$ cat src/lota_pkg.sv
// Shared types and constants for the LoRa time-on-air pipeline.
package lota_pkg;

  // Stage counts: decode, symbol-count divider, three count/multiply/shift stages
  localparam int unsigned SDIV_STEPS   = 12;
  localparam int unsigned FRONT_STAGES = SDIV_STEPS + 4;
  localparam int unsigned BDIV_STEPS   = 36;

  localparam logic [15:0] PREAMBLE_RESET = 16'd8;
  localparam logic [19:0] US_PER_S       = 20'd1000000;
  localparam logic [4:0]  SYNC_QUARTERS  = 5'd17;
  localparam logic [11:0] COUNT_MAX      = 12'hFFF;
  localparam logic [35:0] AIRTIME_MAX    = 36'hFFFFFFFFF;

  typedef struct packed {
    logic [7:0]  payload_bytes;
    logic [3:0]  spreading_factor;
    logic [18:0] bandwidth_hz;
    logic [2:0]  coding_rate;
    logic        crc_on;
    logic        implicit_header;
    logic        low_rate_opt;
  } lota_in_t;

  typedef struct packed {
    logic [11:0] payload_symbol_count;
    logic [35:0] airtime_us;
  } lota_out_t;

  // Operands entering the airtime divider
  typedef struct packed {
    logic [20:0] rem;
    logic [35:0] dq;
    logic [20:0] dvs;
    logic        sat;
    logic [11:0] count;
  } lota_div_in_t;

  // Quotient leaving the airtime divider
  typedef struct packed {
    logic [35:0] quot;
    logic        sat;
    logic [11:0] count;
  } lota_div_out_t;

endpackage

$ cat src/lora_time_on_air_top.sv
// LoRa time-on-air calculator: payload symbol count and airtime per transfer.
//
//  channel | dir | payload    | transfer when
//  cfg     | in  | 16b        | cfg_valid_i && cfg_ready_o (always ready)
//  in      | in  | lota_in_t  | in_valid_i && in_ready_o
//  out     | out | lota_out_t | out_valid_o && out_ready_i
//
// One item per cycle while the output is not stalled. Stages: decode, 12 stages of the
// symbol-count divider, count/multiply/shift stages, 36 stages of the airtime divider,
// and the output register. Reset empties all stages and sets the preamble to 8.
// A stall holds each occupied stage; empty stages ahead keep filling.
module lora_time_on_air_top import lota_pkg::*; (
  input  logic      clk_i,
  input  logic      rst_ni,
  input  logic      cfg_valid_i,
  output logic      cfg_ready_o,
  input  logic [15:0] cfg_data_i,
  input  logic      in_valid_i,
  output logic      in_ready_o,
  input  lota_in_t  in_data_i,
  output logic      out_valid_o,
  input  logic      out_ready_i,
  output lota_out_t out_data_o
);

  localparam int unsigned NF = FRONT_STAGES;
  localparam int unsigned NS = SDIV_STEPS;

  logic [15:0]   preamble_q;
  logic [NF-1:0] v_q;
  logic [NF:0]   adv;
  logic          div_in_ready;
  logic          div_out_valid;
  lota_div_out_t div_out;
  logic          ov_q;
  lota_out_t     out_q;
  logic          adv_out;

  // Symbol-count divider stages (index 0 is the decode stage)
  logic [5:0]  sd_rem_q [NS+1];
  logic [11:0] sd_dq_q  [NS+1];
  logic [5:0]  sd_den_q [NS+1];
  lota_in_t    x_q      [NS+1];
  logic [5:0]  sd_rem_d [NS+1];
  logic [11:0] sd_dq_d  [NS+1];
  logic [5:0]  sd_den_d [NS+1];

  // Count, multiply and shift stages
  logic [18:0]  m1_quarters_q, m1_quarters_d;
  logic [11:0]  m1_cnt_q, m1_cnt_d;
  logic [3:0]   m1_sf_q;
  logic [18:0]  m1_bw_q;
  logic [38:0]  m2_prod_q;
  logic [11:0]  m2_cnt_q;
  logic [3:0]   m2_sf_q;
  logic [18:0]  m2_bw_q;
  lota_div_in_t d3_q, d3_d;

  // Configuration register
  assign cfg_ready_o = 1'b1;
  always_ff @(posedge clk_i or negedge rst_ni) begin
    if (!rst_ni) begin
      preamble_q <= PREAMBLE_RESET;
    end else if (cfg_valid_i) begin
      preamble_q <= cfg_data_i;
    end
  end

  // Ready chain through the front stages
  always_comb begin
    adv[NF] = div_in_ready;
    for (int k = NF - 1; k >= 0; k--) begin
      adv[k] = !v_q[k] || adv[k+1];
    end
  end
  assign in_ready_o = adv[0];

  // Decode: ceil numerator and denominator
  always_comb begin
    logic signed [12:0] num;
    logic [3:0]         sfe;
    logic               pos_den;
    logic               use_blk;
    logic [5:0]         den6;
    num = $signed({2'b00, in_data_i.payload_bytes, 3'b000}) + 13'sd28
        + (in_data_i.crc_on ? 13'sd16 : 13'sd0)
        - $signed({7'b0, in_data_i.spreading_factor, 2'b00})
        - (in_data_i.implicit_header ? 13'sd20 : 13'sd0);
    sfe     = in_data_i.spreading_factor - {2'b00, in_data_i.low_rate_opt, 1'b0};
    pos_den = in_data_i.low_rate_opt ? (in_data_i.spreading_factor > 4'd2)
                                     : (in_data_i.spreading_factor != 4'd0);
    use_blk = pos_den && (num > 13'sd0);
    den6    = {sfe, 2'b00};
    sd_rem_d[0] = '0;
    sd_dq_d[0]  = use_blk ? (num[11:0] + {6'b0, den6} - 12'd1) : 12'd0;
    sd_den_d[0] = use_blk ? den6 : 6'd4;
  end

  // Restoring division steps for the block count
  always_comb begin
    logic [6:0] part;
    logic [6:0] diff;
    logic       ge;
    for (int k = 1; k <= NS; k++) begin
      part = {sd_rem_q[k-1], sd_dq_q[k-1][11]};
      diff = part - {1'b0, sd_den_q[k-1]};
      ge   = part >= {1'b0, sd_den_q[k-1]};
      sd_rem_d[k] = ge ? diff[5:0] : part[5:0];
      sd_dq_d[k]  = {sd_dq_q[k-1][10:0], ge};
      sd_den_d[k] = sd_den_q[k-1];
    end
  end

  // Symbol count and quarter-symbol total
  always_comb begin
    logic [3:0]  cr4;
    logic [15:0] prod;
    logic [15:0] cnt16;
    logic [12:0] cnt13;
    cr4   = {1'b0, x_q[NS].coding_rate} + 4'd4;
    prod  = {4'b0, sd_dq_q[NS]} * {12'b0, cr4};
    cnt16 = prod + 16'd8;
    cnt13 = cnt16[12:0];
    m1_cnt_d      = (cnt13 > {1'b0, COUNT_MAX}) ? COUNT_MAX : cnt13[11:0];
    m1_quarters_d = {1'b0, preamble_q, 2'b00} + {14'b0, SYNC_QUARTERS}
                  + {4'b0, cnt13, 2'b00};
  end

  // Chip scaling, divisor and overflow check
  always_comb begin
    logic [53:0] shifted;
    logic [20:0] dvs;
    shifted  = {15'b0, m2_prod_q} << m2_sf_q;
    dvs      = {m2_bw_q, 2'b00};
    d3_d.rem   = {3'b000, shifted[53:36]};
    d3_d.dq    = shifted[35:0];
    d3_d.dvs   = dvs;
    d3_d.sat   = (m2_bw_q == 19'd0) || ({3'b000, shifted[53:36]} >= dvs);
    d3_d.count = m2_cnt_q;
  end

  // Valid bits of the front stages
  always_ff @(posedge clk_i or negedge rst_ni) begin
    if (!rst_ni) begin
      v_q <= '0;
    end else begin
      if (adv[0]) v_q[0] <= in_valid_i;
      for (int k = 1; k < NF; k++) begin
        if (adv[k]) v_q[k] <= v_q[k-1];
      end
    end
  end

  // Front stage data
  always_ff @(posedge clk_i) begin
    if (adv[0]) begin
      sd_rem_q[0] <= sd_rem_d[0];
      sd_dq_q[0]  <= sd_dq_d[0];
      sd_den_q[0] <= sd_den_d[0];
      x_q[0]      <= in_data_i;
    end
    for (int k = 1; k <= NS; k++) begin
      if (adv[k]) begin
        sd_rem_q[k] <= sd_rem_d[k];
        sd_dq_q[k]  <= sd_dq_d[k];
        sd_den_q[k] <= sd_den_d[k];
        x_q[k]      <= x_q[k-1];
      end
    end
    if (adv[NS+1]) begin
      m1_quarters_q <= m1_quarters_d;
      m1_cnt_q      <= m1_cnt_d;
      m1_sf_q       <= x_q[NS].spreading_factor;
      m1_bw_q       <= x_q[NS].bandwidth_hz;
    end
    if (adv[NS+2]) begin
      m2_prod_q <= {20'b0, m1_quarters_q} * {19'b0, US_PER_S};
      m2_cnt_q  <= m1_cnt_q;
      m2_sf_q   <= m1_sf_q;
      m2_bw_q   <= m1_bw_q;
    end
    if (adv[NS+3]) begin
      d3_q <= d3_d;
    end
  end

  lota_airdiv u_airdiv (
    .clk_i       (clk_i),
    .rst_ni      (rst_ni),
    .in_valid_i  (v_q[NF-1]),
    .in_ready_o  (div_in_ready),
    .in_data_i   (d3_q),
    .out_valid_o (div_out_valid),
    .out_ready_i (adv_out),
    .out_data_o  (div_out)
  );

  // Output register
  assign adv_out = !ov_q || out_ready_i;
  always_ff @(posedge clk_i or negedge rst_ni) begin
    if (!rst_ni) begin
      ov_q <= 1'b0;
    end else if (adv_out) begin
      ov_q <= div_out_valid;
    end
  end
  always_ff @(posedge clk_i) begin
    if (adv_out) begin
      out_q.payload_symbol_count <= div_out.count;
      out_q.airtime_us           <= div_out.sat ? AIRTIME_MAX : div_out.quot;
    end
  end

  assign out_valid_o = ov_q;
  assign out_data_o  = out_q;

  // Block-count remainder is below the denominator after the last step
  a_sd_rem: assert property (@(posedge clk_i) disable iff (!rst_ni)
    v_q[NS] |-> (sd_rem_q[NS] < sd_den_q[NS]))
    else $error("block count remainder out of range");

  // Every result carries at least the header symbols
  a_min_count: assert property (@(posedge clk_i) disable iff (!rst_ni)
    out_valid_o |-> (out_data_o.payload_symbol_count >= 12'd8))
    else $error("symbol count below header length");

  // Input backpressure only with an occupied decode stage
  a_in_ready: assert property (@(posedge clk_i) disable iff (!rst_ni)
    !in_ready_o |-> v_q[0])
    else $error("input stalled with empty decode stage");

  // A front item blocked by the divider stays put
  a_front_hold: assert property (@(posedge clk_i) disable iff (!rst_ni)
    (v_q[NF-1] && !div_in_ready) |=> v_q[NF-1])
    else $error("front item lost while divider stalled");

endmodule

$ cat src/lota_airdiv.sv
// Pipelined restoring divider for the airtime, one quotient bit per stage.
module lota_airdiv import lota_pkg::*; (
  input  logic          clk_i,
  input  logic          rst_ni,
  input  logic          in_valid_i,
  output logic          in_ready_o,
  input  lota_div_in_t  in_data_i,
  output logic          out_valid_o,
  input  logic          out_ready_i,
  output lota_div_out_t out_data_o
);

  logic [BDIV_STEPS-1:0] v_q;
  logic [BDIV_STEPS:0]   adv;
  logic [20:0] rem_q [BDIV_STEPS];
  logic [35:0] dq_q  [BDIV_STEPS];
  logic [20:0] dvs_q [BDIV_STEPS];
  logic        sat_q [BDIV_STEPS];
  logic [11:0] cnt_q [BDIV_STEPS];
  logic [20:0] rem_d [BDIV_STEPS];
  logic [35:0] dq_d  [BDIV_STEPS];

  // A stage may load when it is empty or its content moves on
  always_comb begin
    adv[BDIV_STEPS] = out_ready_i;
    for (int k = BDIV_STEPS - 1; k >= 0; k--) begin
      adv[k] = !v_q[k] || adv[k+1];
    end
  end

  // One compare-and-subtract per stage
  always_comb begin
    logic [21:0] part;
    logic        ge;
    logic [21:0] diff;
    for (int k = 0; k < BDIV_STEPS; k++) begin
      if (k == 0) begin
        part = {in_data_i.rem, in_data_i.dq[35]};
        diff = part - {1'b0, in_data_i.dvs};
        ge   = part >= {1'b0, in_data_i.dvs};
        dq_d[k] = {in_data_i.dq[34:0], ge};
      end else begin
        part = {rem_q[k-1], dq_q[k-1][35]};
        diff = part - {1'b0, dvs_q[k-1]};
        ge   = part >= {1'b0, dvs_q[k-1]};
        dq_d[k] = {dq_q[k-1][34:0], ge};
      end
      rem_d[k] = ge ? diff[20:0] : part[20:0];
    end
  end

  // Valid bits
  always_ff @(posedge clk_i or negedge rst_ni) begin
    if (!rst_ni) begin
      v_q <= '0;
    end else begin
      if (adv[0]) v_q[0] <= in_valid_i;
      for (int k = 1; k < BDIV_STEPS; k++) begin
        if (adv[k]) v_q[k] <= v_q[k-1];
      end
    end
  end

  // Stage data
  always_ff @(posedge clk_i) begin
    if (adv[0]) begin
      rem_q[0] <= rem_d[0];
      dq_q[0]  <= dq_d[0];
      dvs_q[0] <= in_data_i.dvs;
      sat_q[0] <= in_data_i.sat;
      cnt_q[0] <= in_data_i.count;
    end
    for (int k = 1; k < BDIV_STEPS; k++) begin
      if (adv[k]) begin
        rem_q[k] <= rem_d[k];
        dq_q[k]  <= dq_d[k];
        dvs_q[k] <= dvs_q[k-1];
        sat_q[k] <= sat_q[k-1];
        cnt_q[k] <= cnt_q[k-1];
      end
    end
  end

  assign in_ready_o       = adv[0];
  assign out_valid_o      = v_q[BDIV_STEPS-1];
  assign out_data_o.quot  = dq_q[BDIV_STEPS-1];
  assign out_data_o.sat   = sat_q[BDIV_STEPS-1];
  assign out_data_o.count = cnt_q[BDIV_STEPS-1];

  // Partial remainder stays below the divisor when not saturated
  a_rem_below: assert property (@(posedge clk_i) disable iff (!rst_ni)
    (out_valid_o && !out_data_o.sat) |-> (rem_q[BDIV_STEPS-1] < dvs_q[BDIV_STEPS-1]))
    else $error("divider remainder out of range");

  // A stalled result holds its quotient
  a_hold: assert property (@(posedge clk_i) disable iff (!rst_ni)
    (out_valid_o && !out_ready_i) |=> (out_valid_o && $stable(out_data_o)))
    else $error("divider result changed while stalled");

  // Backpressure only when the first stage is occupied
  a_ready: assert property (@(posedge clk_i) disable iff (!rst_ni)
    !in_ready_o |-> v_q[0])
    else $error("divider stalls with empty first stage");

endmodule

$ cat config.mk
export PLATFORM = sky130hd
export DESIGN_NAME = lora_time_on_air_top
export DESIGN_NICKNAME = d
export VERILOG_FILES = /design/src/lota_pkg.sv /design/src/lora_time_on_air_top.sv /design/src/lota_airdiv.sv
export SDC_FILE = /design/constraint.sdc
export NUM_CORES = 2
export LEC_CHECK = 0
export BUFFER_PORTS_ARGS = -buffer_cell sky130_fd_sc_hd__clkbuf_2
export CORE_MARGIN = 1
export CORE_UTILIZATION = 33
export DETAILED_ROUTE_END_ITERATION = 8
export HOLD_SLACK_MARGIN = 0.02
export PLACE_DENSITY_LB_ADDON = 0.1
export SYNTH_ARGS = -nofsm -noshare
export SYNTH_HDL_FRONTEND = slang
export SYNTH_SLANG_ARGS = --single-unit
$ cat constraint.sdc
create_clock -name clk_i -period 24.1 [get_ports clk_i]
set_input_delay 3.615 -clock clk_i [delete_from_list [all_inputs] [get_ports clk_i]]
set_output_delay 3.615 -clock clk_i [all_outputs]
set_load 0.005 [all_outputs]
==> impl_results.md <==
* Slew @ Worst Pin at 1200 ps
* CP Class: input pin to primary output
* Post-Layout Cell Count at between 15,000 and 20,000
* Vias in the first global route at slightly above 90,000
* Hold buffer count at CTS at 0
* Die Span X at slightly above 700 um
* Clock latency on the worst-skew pair at 1010 ps
* CTS Root Cell: clkbuf_16
* Gpl congestion at 0.834
* CP Data Arrival Time at just over 8000 ps
* First-pass GRT wire length at 576,000 um
* Area growth syn-to-layout at 14.0%
* Wire per inst at 20.2 um
* Max Slew Vio Count at 0
* Ys Warns at 0
* Mapped Cells at 11,400
* Hold Vio Cnt, Final at 0
* CTS tree: yes
* CP Capture Type: primary output
* Maximum vdd drop at 0.000894 V
* Final Setup Violations at 0
* Maximum clock path buffer count at 4
* Detail Placement HPWL at 284,000 um
* Final WL at 383,000 um
* Final TNS setup at 0 ps
* Post-Syn Area at 0.168 sq mm
* Post-CTS Setup Bufs at 0
* Largest net degree at the start of global routing at 84
* Nets at 13,000
* Initial DRC count at 5,491
* # port buffers at between 100 and 150
* # clock sinks at 3,870
* Num CTS Buffers at 428
* Fin crit share at 48.5%
* Status: complete, no violations
* Unrepaired setup endpoints after global routing: false
* Setup WS pre-CTS at between 10,000 and 15,000 ps
* Full die area at roughly 0.5 sq mm
* Total global routing track utilization at 14.7%
* Remaining DRCs at 0
* Minimum clock period at about 12,000 ps
* Core box area at 0.506 sq mm
* Post-synth cell types at 102
* Crit path launch type: input pin
* Total of max-cap violations at 0
* GRT overflow at 0
* Post-synth EDFFs at 3,801
* Initial antenna violation count at 11
* Final hold slack at approximately 360 ps
* Setup ws final at roughly 12,000 ps
* Vias per cell at about 4.7
* Ys flop type: edfxtp_1
* Max Freq at ~86 MHz
* Flops & latches, synth at about 3,900
* Placed cells at 18,100
* Clk_skew at between 80 and 90 ps
* Detailed-router iteration count before antenna repair at 7
* Max-slew headroom at 19.7%
* Initial Utilization at 33.2%
* Share of cells above drive strength 1 at 10.5%
* H-tree depth at 5
* ANT nets after route at 0
* Synth async-reset ratio at 1.78%
* Die Ht at 715 um
* Post-cts sizing count at 0
* Worst hold path class: flop to flop
* CTS clock-pin slew for the worst setup and hold paths at roughly 60 ps
* Site row count at 261
* Mean Syn Cell Area at around 15 sq um
* Power Density at 162 mW/mm^2
* Leak Pwr at 74.9 nW
* Crit path max fanout at 49
* # fillers at 47,200
* Top Ports at between 100 and 150
* Vias at 89,600
* CP required at just over 20,000 ps
* Post-synthesis sequential area ratio at between 60% and 70%
## layer usage
metal,track usage [%],vias to the layer above,wire (um)
li1,-,43200,-
met1,18.0,44300,161000
met2,27.1,1480,199000
met3,1.69,602,12000
met4,4.26,2,11300
met5,0,-,10
## where the power goes
| group | leakage, nW | internal, mW | switching (mW) |
|---|---|---|---|
| combinational | 27.3 | 5.49 | 7.34 |
| sequential | 40.8 | 10.4 | 1.13 |
| clock | 6.83 | 3.84 | 2.71 |
## layout by cell type (no fill, tap or decap), drive strengths merged, types with 169 or more instances in the layout
master  count
clkinv    169
a21oi     594
xor2      229
mux2      253
ha        944
edfxtp   3801
nand2     626
clkbuf    645
nor2      534
inv      1192
xnor2     298
o21ai     562
## cell families after synthesis
group	Yosys count	synth area share, %
flip-flops	3870	69.1
AND/OR/NAND/NOR	2211	6.48
AO/OA/AOI/OAI	2027	7.63
buffers and inverters	1342	3.04
adder cells (fa/ha/maj)	1069	8.53
XOR/XNOR	527	2.75
multiplexers	352	2.43
other	2	0.00448
## state kept, by name (all words and copies together), names as in the netlist, 12 cells and up
name / count
m2_cnt_q: 12
sd_rem_q: 65
sd_dq_q: 144
d3_q: 80
x_q: 338
u_airdiv.dvs_q: 665
m1_bw_q: 19
u_airdiv.rem_q: 726
v_q: 16
m2_bw_q: 19
m1_quarters_q: 17
u_airdiv.v_q: 36
m1_cnt_q: 12
m2_prod_q: 31
preamble_q: 16
sd_den_q: 48
u_airdiv.dq_q: 1101
u_airdiv.sat_q: 36
out_data_o: 48
u_airdiv.cnt_q: 432
## synth_stat cells, types with 140 or more instances
| master | count | area share, % |
|---|---|---|
| a21o_1 | 140 | 0.63 |
| nand2b_1 | 168 | 0.63 |
| xor2_1 | 229 | 1.2 |
| xnor2_1 | 298 | 1.6 |
| edfxtp_1 | 3801 | 68 |
| ha_1 | 944 | 7.0 |
| nand2_1 | 621 | 1.4 |
| a21oi_1 | 594 | 1.8 |
| o21ai_0 | 539 | 1.6 |
| inv_1 | 1182 | 2.6 |
| mux2_2 | 253 | 1.7 |
| nor3_1 | 151 | 0.45 |
| nor2_1 | 532 | 1.2 |
## critical path, cell delays in order
cell and delay (ps):
clkbuf_2 140, and3b_1 550, nand3_4 620, nor3_4 660, and3_4 400, and4_4 300
and4_4 310, nand4_4 100, buf_4 340, nor2_4 270, nand4_1 120, buf_4 310
clkbuf_2 200
## layout make-up
type	count	area, sq um	area share, %
Antenna cell	4	10.0	0.00524
Clock buffer	539	11300	5.93
Clock inverter	243	2820	1.47
Inverter	1187	4470	2.34
Multi-Input combinational cell	6189	47000	24.6
Sequential cell	3870	116000	60.6
Tap cell	6706	8390	4.39
Timing Repair Buffer	193	1180	0.620
## path summary, 6_finish.rpt
path | startpoint | endpoint | slack, ps | cells past startpoint
min in group asynchronous | rst_ni | preamble_q[9]$_DFFE_PN0P_ | 2570 | 1
worst max register to register | m1_quarters_q[2]$_DFFE_PP_ | m2_prod_q[37]$_DFFE_PP_ | 17740 | 19
worst min register to register | u_airdiv.cnt_q[23][11]$_DFFE_PP_ | u_airdiv.cnt_q[24][11]$_DFFE_PP_ | 360 | 0
max in group asynchronous | rst_ni | u_airdiv.v_q[19]$_DFFE_PN0P_ | 20320 | 2
worst max-delay path | out_ready_i | in_ready_o | 12410 | 13
worst min-delay path | u_airdiv.cnt_q[23][11]$_DFFE_PP_ | u_airdiv.cnt_q[24][11]$_DFFE_PP_ | 360 | 0
## stage by stage
| stage | utilization [%] | instance area (sq um) | power (mW) |
|---|---|---|---|
| finish | 37.8 | 191000 | 30.9 |
| global route | 37.8 | 191000 | 33.3 |
| CTS | 37.8 | 191000 | 31.4 |
| detailed placement | 35.0 | 177000 | 24.6 |
| global placement | 35.0 | 177000 | 24.5 |
| floorplan | - | 168000 | 20.6 |
Power figures use the tool's default switching activity.
